`src/rtl/core/assert_macros.svh`:
```
// Assertion helpers used by the scanner top level.
`ifndef ASSERT_MACROS_SVH
`define ASSERT_MACROS_SVH

`ifndef SYNTH
// Checked on every rising edge, held off while reset is high.
`define FDSS_ASSERT(lbl, clk, rst, prop, msg) \
   lbl: assert property (@(posedge clk) disable iff (rst) prop) else $error(msg);
// Checked on every rising edge, reset included.
`define FDSS_ASSERT_ALWAYS(lbl, clk, prop, msg) \
   lbl: assert property (@(posedge clk) prop) else $error(msg);
`else
`define FDSS_ASSERT(lbl, clk, rst, prop, msg)
`define FDSS_ASSERT_ALWAYS(lbl, clk, prop, msg)
`endif

`endif

```
`src/rtl/core/fdss_pkg.sv`:
```
package fdss_pkg;

   localparam int NUM_DIGITS = 4;
   localparam int CODE_W     = 5;

   // character codes
   localparam logic [CODE_W-1:0] CODE_ZERO  = 5'd0;
   localparam logic [CODE_W-1:0] CODE_BLANK = 5'd16;
   localparam logic [CODE_W-1:0] CODE_L     = 5'd17;
   localparam logic [CODE_W-1:0] CODE_DASH  = 5'd18;
   localparam logic [CODE_W-1:0] CODE_MAX   = 5'd18;

   localparam logic [15:0] INT_MAX_SHOWN = 16'd9999;

   // transaction functions
   localparam logic [1:0] FUNC_TICK      = 2'd0;
   localparam logic [1:0] FUNC_SET_INT   = 2'd1;
   localparam logic [1:0] FUNC_SET_DIGIT = 2'd2;
   localparam logic [1:0] FUNC_SET_ALL   = 2'd3;

   // dot modes
   localparam logic [1:0] DOTS_OFF   = 2'd0;
   localparam logic [1:0] DOTS_BOTH  = 2'd1;
   localparam logic [1:0] DOTS_UPPER = 2'd2;
   localparam logic [1:0] DOTS_LOWER = 2'd3;

   // register byte addresses
   localparam logic [1:0] REG_DOTS_MODE = 2'd0;

   localparam logic [7:0] SEG_ALL_OFF = 8'hFF;
   localparam logic [3:0] EN_ALL_OFF  = 4'hF;

   typedef logic [CODE_W-1:0] code_type;
   typedef code_type [NUM_DIGITS-1:0] codes_type;

   // thousands split of a set-integer value
   typedef struct packed {
      logic       overload;
      logic [3:0] thousands;
      logic [9:0] rem;
   } split_type;

   // contents of the input stage register
   typedef struct packed {
      logic [1:0] func;
      logic [1:0] digit_index;
      code_type   single_code;
      codes_type  all_codes;
      split_type  split;
   } req_stage_type;

   // out-of-range codes are stored as blank
   function automatic code_type clamp_code(input logic [15:0] c);
      code_type r;
      r = (c > 16'(CODE_MAX)) ? CODE_BLANK : c[CODE_W-1:0];
      return r;
   endfunction

   // active-low segment pattern, a..g in bits 0-6, dot in bit 7
   function automatic logic [7:0] glyph(input code_type c);
      logic [7:0] s;
      unique case (c)
         5'd0:    s = 8'hC0;
         5'd1:    s = 8'hF9;
         5'd2:    s = 8'hA4;
         5'd3:    s = 8'hB0;
         5'd4:    s = 8'h99;
         5'd5:    s = 8'h92;
         5'd6:    s = 8'h82;
         5'd7:    s = 8'hF8;
         5'd8:    s = 8'h80;
         5'd9:    s = 8'h90;
         5'd10:   s = 8'h88;
         5'd11:   s = 8'h83;
         5'd12:   s = 8'hC6;
         5'd13:   s = 8'hA1;
         5'd14:   s = 8'h86;
         5'd15:   s = 8'h8E;
         5'd17:   s = 8'hC7;
         5'd18:   s = 8'hBF;
         default: s = SEG_ALL_OFF;
      endcase
      return s;
   endfunction

endpackage

```
`src/rtl/core/fdss_csr.sv`:
```
module fdss_csr
   import fdss_pkg::*;
(
   input  logic        clock,
   input  logic        reset,
   input  logic        psel,
   input  logic        penable,
   input  logic        pwrite,
   input  logic [1:0]  paddr,
   input  logic [31:0] pwdata,
   output logic [31:0] prdata,
   output logic        pready,
   output logic [1:0]  dots_mode
);

   logic [1:0] dots_mode_ff;
   logic [1:0] dots_mode_in;
   logic       wr_en;

   // write lands in the access phase
   assign wr_en = psel && penable && pwrite && (paddr == REG_DOTS_MODE);
   assign dots_mode_in = wr_en ? pwdata[1:0] : dots_mode_ff;

   always_ff @(posedge clock) begin
      if (reset) begin
         dots_mode_ff <= DOTS_OFF;
      end else begin
         dots_mode_ff <= dots_mode_in;
      end
   end

   assign prdata    = (paddr == REG_DOTS_MODE) ? {30'd0, dots_mode_ff} : 32'd0;
   assign pready    = 1'b1;
   assign dots_mode = dots_mode_ff;

endmodule

```
`src/rtl/core/fdss_int_split.sv`:
```
module fdss_int_split
   import fdss_pkg::*;
(
   input  logic [15:0] value,
   output split_type   split
);

   logic [13:0] v14;
   logic [13:0] base;
   logic [3:0]  th;

   // thousands digit by parallel compares against the multiples of 1000
   always_comb begin
      v14  = value[13:0];
      th   = 4'd0;
      base = 14'd0;
      for (int i = 1; i < 10; i++) begin
         if (v14 >= 14'(i * 1000)) begin
            th   = 4'(i);
            base = 14'(i * 1000);
         end
      end
   end

   assign split.overload  = (value > INT_MAX_SHOWN);
   assign split.thousands = th;
   assign split.rem       = 10'(v14 - base);

endmodule

```
`src/rtl/core/fdss_dec_low.sv`:
```
module fdss_dec_low
   import fdss_pkg::*;
(
   input  split_type split,
   output codes_type codes
);

   logic [3:0] hund;
   logic [9:0] hund_base;
   logic [6:0] r2;
   logic [3:0] tens;
   logic [6:0] tens_base;
   logic [3:0] units;

   // hundreds from the sub-thousand remainder
   always_comb begin
      hund      = 4'd0;
      hund_base = 10'd0;
      for (int i = 1; i < 10; i++) begin
         if (split.rem >= 10'(i * 100)) begin
            hund      = 4'(i);
            hund_base = 10'(i * 100);
         end
      end
   end

   assign r2 = 7'(split.rem - hund_base);

   // tens and units from the sub-hundred remainder
   always_comb begin
      tens      = 4'd0;
      tens_base = 7'd0;
      for (int i = 1; i < 10; i++) begin
         if (r2 >= 7'(i * 10)) begin
            tens      = 4'(i);
            tens_base = 7'(i * 10);
         end
      end
   end

   assign units = 4'(r2 - tens_base);

   // overload shows blank, blank, 0, L
   always_comb begin
      if (split.overload) begin
         codes[0] = CODE_BLANK;
         codes[1] = CODE_BLANK;
         codes[2] = CODE_ZERO;
         codes[3] = CODE_L;
      end else begin
         codes[0] = {1'b0, split.thousands};
         codes[1] = {1'b0, hund};
         codes[2] = {1'b0, tens};
         codes[3] = {1'b0, units};
      end
   end

endmodule

```
`src/rtl/core/fdss_drive.sv`:
```
module fdss_drive
   import fdss_pkg::*;
(
   input  codes_type  codes,
   input  logic [1:0] scan,
   input  logic [1:0] dots_mode,
   output logic [7:0] segments_n,
   output logic [3:0] digit_enable_n
);

   logic [7:0] pattern;
   logic       dot_on;

   assign pattern = glyph(codes[scan]);

   // dot on digit 2 for upper/both, on digit 3 for lower/both
   assign dot_on = ((scan == 2'd2) && (dots_mode == DOTS_BOTH || dots_mode == DOTS_UPPER))
                || ((scan == 2'd3) && (dots_mode == DOTS_BOTH || dots_mode == DOTS_LOWER));

   assign segments_n     = {pattern[7] & ~dot_on, pattern[6:0]};
   assign digit_enable_n = ~(4'b0001 << scan);

endmodule

```
`src/rtl/core/four_digit_seven_segment_scanner.sv`:
```
// Multiplexed driver for a four-digit common-anode seven-segment display.
// Each request transaction (refresh tick, set integer, set one digit, set all
// codes) returns one response carrying the held segment and digit-enable drive
// and the scan position. A transaction can be accepted every cycle while the
// response side keeps up. A request passes the input stage register and then
// the response register before its response is valid. The
// input stage register holds the request with codes clamped and the thousands
// digit of a set-integer value already split off. The response register is
// loaded from it through the lower decimal digits, code store update, scan and
// glyph lookup. A stalled response holds the stage, so at most two
// transactions wait inside and the request side then sees ready low.
// Writes change only the stored codes; the drive changes on ticks.
// dots_mode at byte address 0 selects which dots light.
`include "assert_macros.svh"

module four_digit_seven_segment_scanner
   import fdss_pkg::*;
(
   input  logic        clock,
   input  logic        reset,
   // request channel
   input  logic        req_valid,
   output logic        req_ready,
   input  logic [1:0]  req_func,
   input  logic [15:0] req_value,
   input  logic [1:0]  req_digit_index,
   input  logic [4:0]  req_code_0,
   input  logic [4:0]  req_code_1,
   input  logic [4:0]  req_code_2,
   input  logic [4:0]  req_code_3,
   // response channel
   output logic        rsp_valid,
   input  logic        rsp_ready,
   output logic [7:0]  rsp_segments_n,
   output logic [3:0]  rsp_digit_enable_n,
   output logic [1:0]  rsp_scan_position,
   // register port
   input  logic        psel,
   input  logic        penable,
   input  logic        pwrite,
   input  logic [1:0]  paddr,
   input  logic [31:0] pwdata,
   output logic [31:0] prdata,
   output logic        pready
);

   logic [1:0]    dots_mode;
   split_type     split_front;
   req_stage_type stage_in;
   req_stage_type stage_ff;
   logic          stage_valid_ff;
   logic          stage_valid_in;
   logic          rsp_valid_ff;
   logic          rsp_valid_in;
   logic          out_take;
   logic          stage_adv;
   logic          req_take;
   codes_type     int_codes;
   codes_type     codes_ff;
   codes_type     codes_in;
   logic [1:0]    scan_ff;
   logic [1:0]    scan_in;
   logic [7:0]    held_seg_ff;
   logic [7:0]    held_seg_in;
   logic [3:0]    held_en_ff;
   logic [3:0]    held_en_in;
   logic [7:0]    drv_seg;
   logic [3:0]    drv_en;
   logic [7:0]    rsp_seg_ff;
   logic [3:0]    rsp_en_ff;
   logic [1:0]    rsp_scan_ff;
   logic          is_tick;
   logic          codes_ok;
   logic          en_ok;
   logic          tick_adv;
   logic          write_adv;
   logic [1:0]    scan_inc;
   logic [13:0]   drive_held;

   fdss_csr u_csr (
      .clock     (clock),
      .reset     (reset),
      .psel      (psel),
      .penable   (penable),
      .pwrite    (pwrite),
      .paddr     (paddr),
      .pwdata    (pwdata),
      .prdata    (prdata),
      .pready    (pready),
      .dots_mode (dots_mode)
   );

   // front end: clamp codes and split off thousands before the stage register
   fdss_int_split u_split (
      .value (req_value),
      .split (split_front)
   );

   assign stage_in.func         = req_func;
   assign stage_in.digit_index  = req_digit_index;
   assign stage_in.single_code  = clamp_code(req_value);
   assign stage_in.all_codes[0] = clamp_code({11'd0, req_code_0});
   assign stage_in.all_codes[1] = clamp_code({11'd0, req_code_1});
   assign stage_in.all_codes[2] = clamp_code({11'd0, req_code_2});
   assign stage_in.all_codes[3] = clamp_code({11'd0, req_code_3});
   assign stage_in.split        = split_front;

   // flow control
   assign out_take  = !rsp_valid_ff || rsp_ready;
   assign stage_adv = stage_valid_ff && out_take;
   assign req_ready = !stage_valid_ff || out_take;
   assign req_take  = req_valid && req_ready;

   assign stage_valid_in = req_take || (stage_valid_ff && !out_take);
   assign rsp_valid_in   = stage_adv || (rsp_valid_ff && !rsp_ready);

   always_ff @(posedge clock) begin
      if (reset) begin
         stage_valid_ff <= 1'b0;
         rsp_valid_ff   <= 1'b0;
      end else begin
         stage_valid_ff <= stage_valid_in;
         rsp_valid_ff   <= rsp_valid_in;
      end
   end

   always_ff @(posedge clock) begin
      if (req_take) begin
         stage_ff <= stage_in;
      end
   end

   // lower decimal digits
   fdss_dec_low u_dec (
      .split (stage_ff.split),
      .codes (int_codes)
   );

   assign is_tick = (stage_ff.func == FUNC_TICK);

   // code store update
   always_comb begin
      codes_in = codes_ff;
      if (stage_adv) begin
         unique case (stage_ff.func)
            FUNC_TICK:      codes_in = codes_ff;
            FUNC_SET_INT:   codes_in = int_codes;
            FUNC_SET_DIGIT: codes_in[stage_ff.digit_index] = stage_ff.single_code;
            FUNC_SET_ALL:   codes_in = stage_ff.all_codes;
            default:        codes_in = codes_ff;
         endcase
      end
   end

   // scan advances first, then drive follows the new position
   assign scan_in = (stage_adv && is_tick) ? scan_ff + 2'd1 : scan_ff;

   fdss_drive u_drive (
      .codes          (codes_ff),
      .scan           (scan_in),
      .dots_mode      (dots_mode),
      .segments_n     (drv_seg),
      .digit_enable_n (drv_en)
   );

   assign held_seg_in = (stage_adv && is_tick) ? drv_seg : held_seg_ff;
   assign held_en_in  = (stage_adv && is_tick) ? drv_en  : held_en_ff;

   always_ff @(posedge clock) begin
      if (reset) begin
         codes_ff    <= {NUM_DIGITS{CODE_DASH}};
         scan_ff     <= 2'd0;
         held_seg_ff <= 8'd0;
         held_en_ff  <= EN_ALL_OFF;
      end else begin
         codes_ff    <= codes_in;
         scan_ff     <= scan_in;
         held_seg_ff <= held_seg_in;
         held_en_ff  <= held_en_in;
      end
   end

   // response register
   always_ff @(posedge clock) begin
      if (stage_adv) begin
         rsp_seg_ff  <= held_seg_in;
         rsp_en_ff   <= held_en_in;
         rsp_scan_ff <= scan_in;
      end
   end

   assign rsp_valid          = rsp_valid_ff;
   assign rsp_segments_n     = rsp_seg_ff;
   assign rsp_digit_enable_n = rsp_en_ff;
   assign rsp_scan_position  = rsp_scan_ff;

   // terms for the checks
   assign codes_ok   = (codes_ff[0] <= CODE_MAX) && (codes_ff[1] <= CODE_MAX)
                    && (codes_ff[2] <= CODE_MAX) && (codes_ff[3] <= CODE_MAX);
   assign en_ok      = (held_en_ff == EN_ALL_OFF) || (held_en_ff == ~(4'b0001 << scan_ff));
   assign tick_adv   = stage_adv && is_tick;
   assign write_adv  = stage_adv && !is_tick;
   assign scan_inc   = scan_ff + 2'd1;
   assign drive_held = {held_seg_ff, held_en_ff, scan_ff};

   // checks
   `FDSS_ASSERT(a_codes_in_range, clock, reset, codes_ok, "stored code out of range")
   `FDSS_ASSERT(a_enable_tracks_scan, clock, reset, en_ok, "enable does not match scan")
   `FDSS_ASSERT(a_tick_advances, clock, reset, tick_adv |=> scan_ff == $past(scan_inc), "no advance")
   `FDSS_ASSERT(a_write_keeps_drive, clock, reset, write_adv |=> $stable(drive_held), "drive moved")

endmodule

```
`config.mk`:
```
export PLATFORM = sky130hd
export DESIGN_NAME = four_digit_seven_segment_scanner
export DESIGN_NICKNAME = d
export VERILOG_FILES = /design/src/rtl/core/fdss_pkg.sv /design/src/rtl/core/fdss_csr.sv /design/src/rtl/core/fdss_int_split.sv /design/src/rtl/core/fdss_dec_low.sv /design/src/rtl/core/fdss_drive.sv /design/src/rtl/core/four_digit_seven_segment_scanner.sv
export VERILOG_INCLUDE_DIRS = /design/src /design/src/rtl/core
export SDC_FILE = /design/constraint.sdc
export NUM_CORES = 1
export LEC_CHECK = 0
export BUFFER_PORTS_ARGS = -buffer_cell sky130_fd_sc_hd__buf_2
export CELL_PAD_IN_SITES_DETAIL_PLACEMENT = 1
export CELL_PAD_IN_SITES_GLOBAL_PLACEMENT = 2
export CORE_ASPECT_RATIO = 1.75
export CORE_UTILIZATION = 25
export CTS_BUF_LIST = sky130_fd_sc_hd__clkbuf_16
export DETAILED_ROUTE_END_ITERATION = 8
export PLACE_DENSITY = 0.71
export SLEW_MARGIN = 20
export SYNTH_ARGS = -nofsm -noshare
export SYNTH_HDL_FRONTEND = slang
export SYNTH_SLANG_ARGS = --single-unit
```
`constraint.sdc`:
```
create_clock -name clock -period 4.51 [get_ports clock]
set_input_delay 0.2255 -clock clock [delete_from_list [all_inputs] [get_ports clock]]
set_output_delay 0.2255 -clock clock [all_outputs]
set_load 0.03 [all_outputs]
```
# After elaboration in Yosys (flattened, before gate mapping)
# Memory sizes are Yosys's and may differ from the RTL's.
# Cells that the tools add are included.
# op_classes
add_sub_neg,4
order_cmp,36
n_eq_ne,8
shift,1
n_mux,64
bitwise_logic,4
reduce_logical,26
# op_table
op,n
10-bit 2-to-1 mux,9
7-bit 2-to-1 mux,9
20-bit one-hot mux with 3 select lines,1
14-bit by 13-bit >= comparator with 1-bit output (second input constant),4
4-bit 2-to-1 mux,14
10-bit >= comparator (second input constant),4
3-bit 2-to-1 mux,12
10-bit by 9-bit >= comparator with 1-bit output (second input constant),3
14-bit by 12-bit >= comparator with 1-bit output (second input constant),2
7-bit by 6-bit >= comparator with 1-bit output (second input constant),3
7-bit >= comparator (second input constant),3
20-bit bitwise mux,1
5-bit greater-than comparator (second input constant),4
20-bit 2-to-1 mux,1
16-bit by 14-bit greater-than comparator with 1-bit output (second input constant),1
16-bit by 5-bit greater-than comparator with 1-bit output (second input constant),1
2-bit 2-to-1 mux,8
14-bit by 10-bit >= comparator with 1-bit output (second input constant),1
14-bit by 11-bit >= comparator with 1-bit output (second input constant),1
14-bit >= comparator (second input constant),1
7-bit by 5-bit >= comparator with 1-bit output (second input constant),2
2-bit == test (second input constant),6
1-bit logical AND,11
5-bit binary-select mux with 2-bit select,1
23 further kinds,40
# totals
regBits,96
romBits,224
in_bits,81
word_cells,168
n_memories,1
# mem_list
memory,words,width,rd,rd_clocked_by_memory_dff,wr,line,source
(no name shown),32,7,1,0,0,fdss_pkg.sv:62,unique case (c)

# Longest topological paths before layout
# Gate-level depths: netlist of run 1.
# logic_depth
word_depth,24
depth_mapped,26

# Cells and area by module
# Synthesis of run 1 repeated with hierarchy kept, for this count alone.
# hier_totals
hier_cells,631
area_unflattened_um2,6238.5
# by_module_without_submodules
mod,instances,cells_per_inst,area_per_inst_um2,seq_area_each_um2
four_digit_seven_segment_scanner,1,293,3848.7,2462.4
fdss_dec_low,1,134,870.8,0.0
fdss_int_split,1,96,629.4,0.0
fdss_drive,1,63,531.8,0.0
fdss_csr,1,45,357.8,40.0

# Worst setup path before layout of run 1
# OpenSTA, ideal clock, no wires.
# synth_timing
path_type,flip-flop to flip-flop
start,reg stage_ff[6] (netlist bit)
end,reg codes_ff[17] (netlist bit)
setup_ns,0.091
t_arrival_ns,4.801
t_required_ns,4.419
slack_ns,-0.382
stages_incl_launch_ff,27
n_path_buf,2
path_cell_list,edfxtp_1 -> clkbuf_1 -> or3_1 -> a21oi_1 -> o21ai_0 -> nand2_1 -> a21oi_1 -> o21ai_0 -> ha_1 -> inv_1 -> fa_1 -> and3_1 -> or3_1 -> a21oi_1 -> a2bb2oi_2 -> buf_4 -> a21o_1 -> a31oi_1 -> o311a_1 -> ha_1 -> inv_1 -> fa_1 -> nor3b_1 -> a31oi_1 -> nand2_1 -> a21oi_1 -> a311oi_1
# synth_via
elab_chain_len,24
elab_cells_between_ends,40
cone_classes,2 x add/sub; 18 x order compare; 20 x mux
# synth_rtl
element,line,source
"start, declared",four_digit_seven_segment_scanner.sv:50,req_stage_type stage_ff;
"start signal, assigned",four_digit_seven_segment_scanner.sv:129,stage_ff <= stage_in;
10-bit by 7-bit >= comparator with 1-bit output,fdss_dec_low.sv:20,if (split.rem >= 10'(i * 100)) begin
7-bit 2-to-1 mux (9 in a row),fdss_dec_low.sv:20,
7-bit subtractor (*),fdss_dec_low.sv:27,assign r2 = 7'(split.rem - hund_base);
7-bit by 4-bit >= comparator with 1-bit output,fdss_dec_low.sv:34,if (r2 >= 7'(i * 10)) begin
4-bit 2-to-1 mux (9 in a row),fdss_dec_low.sv:34,
4-bit subtractor (*),fdss_dec_low.sv:41,assign units = 4'(r2 - tens_base);
20-bit 2-to-1 mux (*),fdss_dec_low.sv:45,if (split.overload) begin
20-bit one-hot mux with 3 select lines (*),four_digit_seven_segment_scanner.sv:145,unique case (stage_ff.func)
"end signal, assigned",four_digit_seven_segment_scanner.sv:171,codes_ff <= {NUM_DIGITS{CODE_DASH}};
"end signal, assigned",four_digit_seven_segment_scanner.sv:176,codes_ff <= codes_in;
"end, declared",four_digit_seven_segment_scanner.sv:59,codes_type codes_ff;
# Every way passes the cells marked *; elsewhere a longest branch is shown, timed or not.
# A chain may end at the register's enable or synchronous reset.

# Worst setup path in the final report of run 1
# layout_timing
start,reg stage_ff[4] (netlist bit)
end,reg codes_ff[17] (netlist bit)
# The elaborated chain is that of the path after synthesis.

==> results.cfg, run 1 <==
[global_route]
antenna_found_initial = 0
grt_max_degree = 45
first_global_vias = 5919
grt_pass1_wl_mm = 30.6
overflow = 0
grt.total_usage = 0.151

[drt]
wl_per_cell_um = 16.8
num_vias = 5777
drt_wl_total_mm = 19.3
drc = 0
viasPerCell = 5.04
antenna_left = 0
drt-pass1-iter-count = 4
drtIter0Drc = 193

[cells_and_area]
drive_gt1_frac = 0.235
layout.nets = 929
final_cell_mix = nand2_1 (69), buf_2 (68), buf_4 (60)
stdcell_area_sq_mm = 0.00775
antenna_cells = 0
area_delta_synth_final_pct = 20.0
layout_commonest_cell = nand2_1
fin_util = 0.306

[timing]
timing.final.crit_period_ps = 4720
tightestPinTransition_ps = 1010
period_share = 1.05
rsz0062_at_grt = yes
clock.fmax_mhz = 212
worst_slack_ps = -211
skew_ps = 10.4
finalSetupViolations = 2
slew_headroom = 0.324
finalHoldViolations = 0
maxSlewViolCount = 0

[power_and_ir_drop]
switching_power_mw = 1.03
p_seq_frac = 0.341
peakVddDrop_mv = 0.174
p_int_mw = 2.01
power_leakage_nw = 2.98
powerDensity_mw_per_mm2 = 391
comb_power_share = 0.386
clock_power_share = 0.273
p_sw_frac = 0.338

[setup_path]
worst_setup_path_start_kind = flop
path_max_fanout = 5
cp.required_ps = 4720
arrival_ps = 4930
worstSetupEndpointType = flop
worstSetupPathType = flop to flop

[logic_synthesis]
syn-cell-area_sq_mm = 0.00646
syn_inst = 736
yosysSeqAreaShare = 0.387
synth-seq-cells = 96
synth_area_leader_cell = edfxtp_1
synth.avg_cell_area_sq_um = 8.78
synthArstFlopShare = 0
synth_area_leaders = edfxtp_1 (27%), dfxtp_1 (12%), buf_4 (4.1%), nand2_1 (4.0%), ha_1 (3.7%)
synthDominantCellAreaShare = 0.270
ys_types = 75
synth_edf_count = 58
synth_ff_type = edfxtp_1
ys_warn_count = 0

[clocking]
cts_hold_buffers = 0
cts_tree = built
cts_buffer_depth = 2
htree_levels = 3
root_buffer = clkbuf_16
numCtsBuffers = 9
cts.sinks = 96
path_clk_slew_ps = 70
clk_latency_ps = 360

[placement]
dpl_cell_area_sq_mm = 0.00733
dp_hpwl_mm = 15.0
gp_congestion = 0.821
port_buffers = 68

[outcome]
failed_checks = negative setup slack
status = finished, violations left

[die]
fp.dieW_um = 124
core_sq_mm = 0.0253
dieHeight_um = 215
initial_core_util = 0.255
dieArea_sq_mm = 0.0265
rows = 77
io_pins = 130

[worst_hold_path]
hp-class = primary input to flop

[job]
timing.max_cap.violations = 0
## power by group through the flow
stage | registers, mW | clock network [mW] | logic (mW)
floorplan | 1.05 | 0 | 0.690
global placement | 1.05 | 0 | 1.10
detailed placement | 1.05 | 0 | 1.11
CTS | 1.03 | 0.852 | 1.16
global route | 1.04 | 0.877 | 1.29
finish | 1.03 | 0.829 | 1.17
## through the flow
stage	cells	hold WS [ps]	setup TNS, ps	power, mW	worst slack [ps]
floorplan	765	324	-99.9	1.74	-86.3
global placement	1128	406	-235	2.15	-166
detailed placement	1128	409	-414	2.16	-250
CTS	1146	31.5	-214	3.04	-203
global route	1147	28.2	-813	3.21	-494
finish	1147	42.7	-214	3.03	-211
## synth_stat cells (all sizes together) (3+ instances only)
cell      n
a211o     6
xnor2     5
o21bai    7
dfxtp    38
buf      50
or2      11
or3b      4
ha       19
nand4     4
mux2i    13
nand2    69
o2111ai   3
o211ai    6
o31ai    14
a21o      5
a22oi     5
inv      28
nor2b    23
nor2     60
nand2b    5
o21ai    52
a31oi    16
o32a      3
nor3     21
a21oi    45
nor4     10
xor2      3
fa        3
nand3b    6
a311oi    6
clkbuf   28
and2     16
o21a      8
a32oi    10
nor3b     7
o22a      7
or3       6
edfxtp   58
nand3    18
mux2      4
a211oi    9
## area by class of cell
type	instances	area (sq um)
repair buffers	128	791
inverters	28	105
well taps	316	395
multi-input cells	563	3640
clock buffers	9	225
clock inverters	7	91.3
flip-flops and latches	96	2500
fillers	2992	17600
## worst paths after layout
check	end	cells after the start	start	slack, ps
setup reg to reg	codes_ff[17]	24	stage_ff[4]	-210
hold / removal	stage_ff[41]	1	req_digit_index[1]	40
hold reg to reg	codes_ff[16]	2	codes_ff[16]	480
setup / recovery	codes_ff[17]	24	stage_ff[4]	-210
## repair_timing
item                                    in CTS  in global routing
gates resized for setup                     10                  6
pin swaps                                   10                  3
buffers inserted                             2                  1
endpoints found under the setup margin       2                  2
## logic make-up after synthesis
logic type,synth area share
xor gates and xnor gates,0.0108
AOI/OAI and AO/OA,0.236
buffers and inverters,0.0862
adders and majority gates,0.0476
muxes,0.0271
and+or+nand+nor,0.204
other,0.00116
DFF,0.387
## flip-flops by register name, summed over array words and instances, names as in the netlist
name / flops
scan_ff: 2
u_csr.dots_mode: 2
codes_ff: 20
rsp_scan_position: 2
rsp_segments_n: 8
held_seg_ff: 8
stage_ff: 44
held_en_ff: 4
rsp_digit_enable_n: 4
stage_valid_ff: 1
rsp_valid: 1
## critical path, stage by stage, from the launching register on
cell	delay [ps]
edfxtp_1	450
or3_4	410
a21oi_2	160
o21ai_1	80
nand2_1	80
a21oi_2	80
o21ai_1	140
ha_2	200
inv_2	40
fa_2	380
and3_4	170
or3_4	350
o211ai_1	160
a2bb2oi_4	230
a21o_1	140
a31oi_1	80
o311a_1	160
ha_2	190
inv_2	50
fa_2	410
nor3b_2	160
a31oi_1	200
nand2_1	80
a21oi_1	130
a311oi_1	50
## layer usage
metal,global-route usage,part of all wire,vias up
met4,0.0715,0.033,0
met2,0.293,0.57,138
met5,0,0,-
met1,0.150,0.37,2795
li1,-,-,2811
met3,0.0205,0.029,33
Note: power is estimated with default switching activity, not from simulation.
==> inputs of run 2 (changes only) <==
--- a/config.mk
+++ b/config.mk
@@ -13,7 +13,7 @@
 export CORE_UTILIZATION = 25
 export CTS_BUF_LIST = sky130_fd_sc_hd__clkbuf_16
 export DETAILED_ROUTE_END_ITERATION = 8
-export PLACE_DENSITY = 0.71
+export PLACE_DENSITY = 0.68
 export SLEW_MARGIN = 20
 export SYNTH_ARGS = -nofsm -noshare
 export SYNTH_HDL_FRONTEND = slang
==> constraint.sdc (replaced) <==
create_clock -name clock -period 5 [get_ports clock]
set_input_delay 0.25 -clock clock [delete_from_list [all_inputs] [get_ports clock]]
set_output_delay 0.25 -clock clock [all_outputs]
set_load 0.03 [all_outputs]
==> run 2 against run 1 <==
Effect of this change:
- the run now ends clean
- sequential cell count is the same
- combinational power shrank 19%
- register-to-register slack improved by 390 ps
- die area unchanged
- critical path depth up 2
- critical endpoint unchanged
- critical path type unchanged
- worst setup slack better by 390 ps
- clock skew up 8.2 ps
- via count decreased by 1.6%
- non-clock buffer count down 21
- sequential power down 9%
==> results.cfg, run 2 (synthesized netlist as in run 1, its figures left out) <==
[global_route]
top_usage_layer = met2
grt.total_usage = 0.150
grt_pass1_wl_mm = 30.7
antenna_found_initial = 0
overflow = 0
met2_usage = 0.295
grtUsageMet1 = 0.153
grt_max_degree = 45
first_global_vias = 5792
grt_use_met3 = 0.0184

[cells_and_area]
largest_reg_flops = 44
layout.nets = 908
area_delta_synth_final_pct = 16.8
stdcell_count = 1126
drive_gt1_frac = 0.209
final_cell_mix = nand2_1 (68), buf_2 (68), nor2_1 (58), edfxtp_1 (58), o21ai_0 (42)
regMostFlops = stage_ff
antenna_cells = 0
reg.largest.list = stage_ff x44, codes_ff x20

[drt]
drt-pass1-iter-count = 4
antenna_left = 0
num_vias = 5684
viasPerCell = 5.05
drt_wl_total_mm = 19.5
drc = 0
drtIter0Drc = 218
wl_per_cell_um = 17.3

[worst_hold_path]
hp-class = primary input to flop
hold_end = stage_ff[40]
holdPathStages = 1
holdCritStartpoint = req_digit_index[0]

[clocking]
cts_tree = built
cts_hold_buffers = 0
root_buffer = clkbuf_16
cts_buffer_depth = 2
numCtsBuffers = 9
cts.sinks = 96
clk_latency_ps = 360
htree_levels = 3
path_clk_slew_ps = 80

[setup_path]
cp_slowest_cell = fa_1
cp.required_ps = 5270
worst_setup_path_start_kind = flop
crit_top_cell = o21ai_1
cp.buffers_inverters = 4
max_stage_delay_ps = 470
worstSetupEndpointType = flop
rr_endpoint = codes_ff[17]
path_max_fanout = 4
arrival_ps = 5090
rrSetupSlack_ps = 180
critPathTopFamily = compound AO/OA/AOI/OAI gates
worstSetupPathType = flop to flop
r2r-start = stage_ff[3]
rr_worst_depth = 26

[die]
initial_core_util = 0.255
dieArea_sq_mm = 0.0265
dieHeight_um = 215
fp.dieW_um = 124
rows = 77
core_sq_mm = 0.0253
io_pins = 130

[timing]
timing.final.crit_period_ps = 4820
clock.fmax_mhz = 208
skew_ps = 18.6
whs_ps = 73.8
finalSetupViolations = 0
maxSlewViolCount = 0
finalHoldViolations = 0
slew_headroom = 0.316
period_share = 0.964
tightestPinTransition_ps = 1030
rsz0062_at_grt = yes
fin_tns_setup_ps = 0

[placement]
port_buffers = 68
dpl.cell_count = 1105
dp_hpwl_mm = 15.0
gp_congestion = 0.796

[power_and_ir_drop]
power_leakage_nw = 2.87
powerDensity_mw_per_mm2 = 344
peakVddDrop_mv = 0.169

[job]
timing.max_cap.violations = 0

[outcome]
status = finished, final reports clean
-- run 2: changes by cell type in the layout (fill, tap and decap cells not counted), sizes merged --
cell,previous run,this run
clkinvlp,0,1
buf,128,107
clkbuf,9,10
bufinv,2,0
clkinv,1,2
inv,32,31
-- run 2: timing repair --
item	CTS	global route
endpoints found under the setup margin	1	2
resized for setup	5	19
setup buffers	0	5
pin swaps	0	11
-- run 2: where the power goes --
group | total, mW | internal, mW | switching, mW | leakage (nW)
clock network | 0.712 | 0.379 | 0.334 | 0.149
logic | 0.948 | 0.401 | 0.548 | 1.85
registers | 0.933 | 0.892 | 0.0409 | 0.868
-- run 2: routing by layer --
layer,part of all wire,wire length [um]
met2,0.56,10900
met1,0.38,7430
met4,0.032,615
met3,0.028,540
met5,0,0
-- run 2: area by class of cell --
type	instances	area, sq um
fill	3019	17800
multi-input combinational	563	3590
sequential	96	2500
timing repair buffer	107	637
tap	316	395
clock buffer	10	250
inverter	28	105
clock inverter	6	57.6
-- run 2: worst max-delay path by stage --
stage	startpoint	cells after the start	end	slack, ps
detailed placement	stage_ff[4]	25	codes_ff[17]	-270
global route	stage_ff[4]	24	codes_ff[17]	-140
floorplan	stage_ff[6]	26	codes_ff[17]	110
finish	stage_ff[3]	26	codes_ff[17]	180
CTS	stage_ff[4]	25	codes_ff[17]	2
global placement	stage_ff[4]	25	codes_ff[17]	-160
-- run 2: per-stage QoR --
stage	setup slack [ps]	total power, mW	utilization	area [sq um]
final	181	2.59	0.298	7540
after detailed placement	-265	1.84	0.281	7110
after global placement	-160	1.83	0.281	7110
after CTS	2.44	2.57	0.294	7440
after floorplan	108	1.54	-	6570
after global routing	-138	2.75	0.298	7540
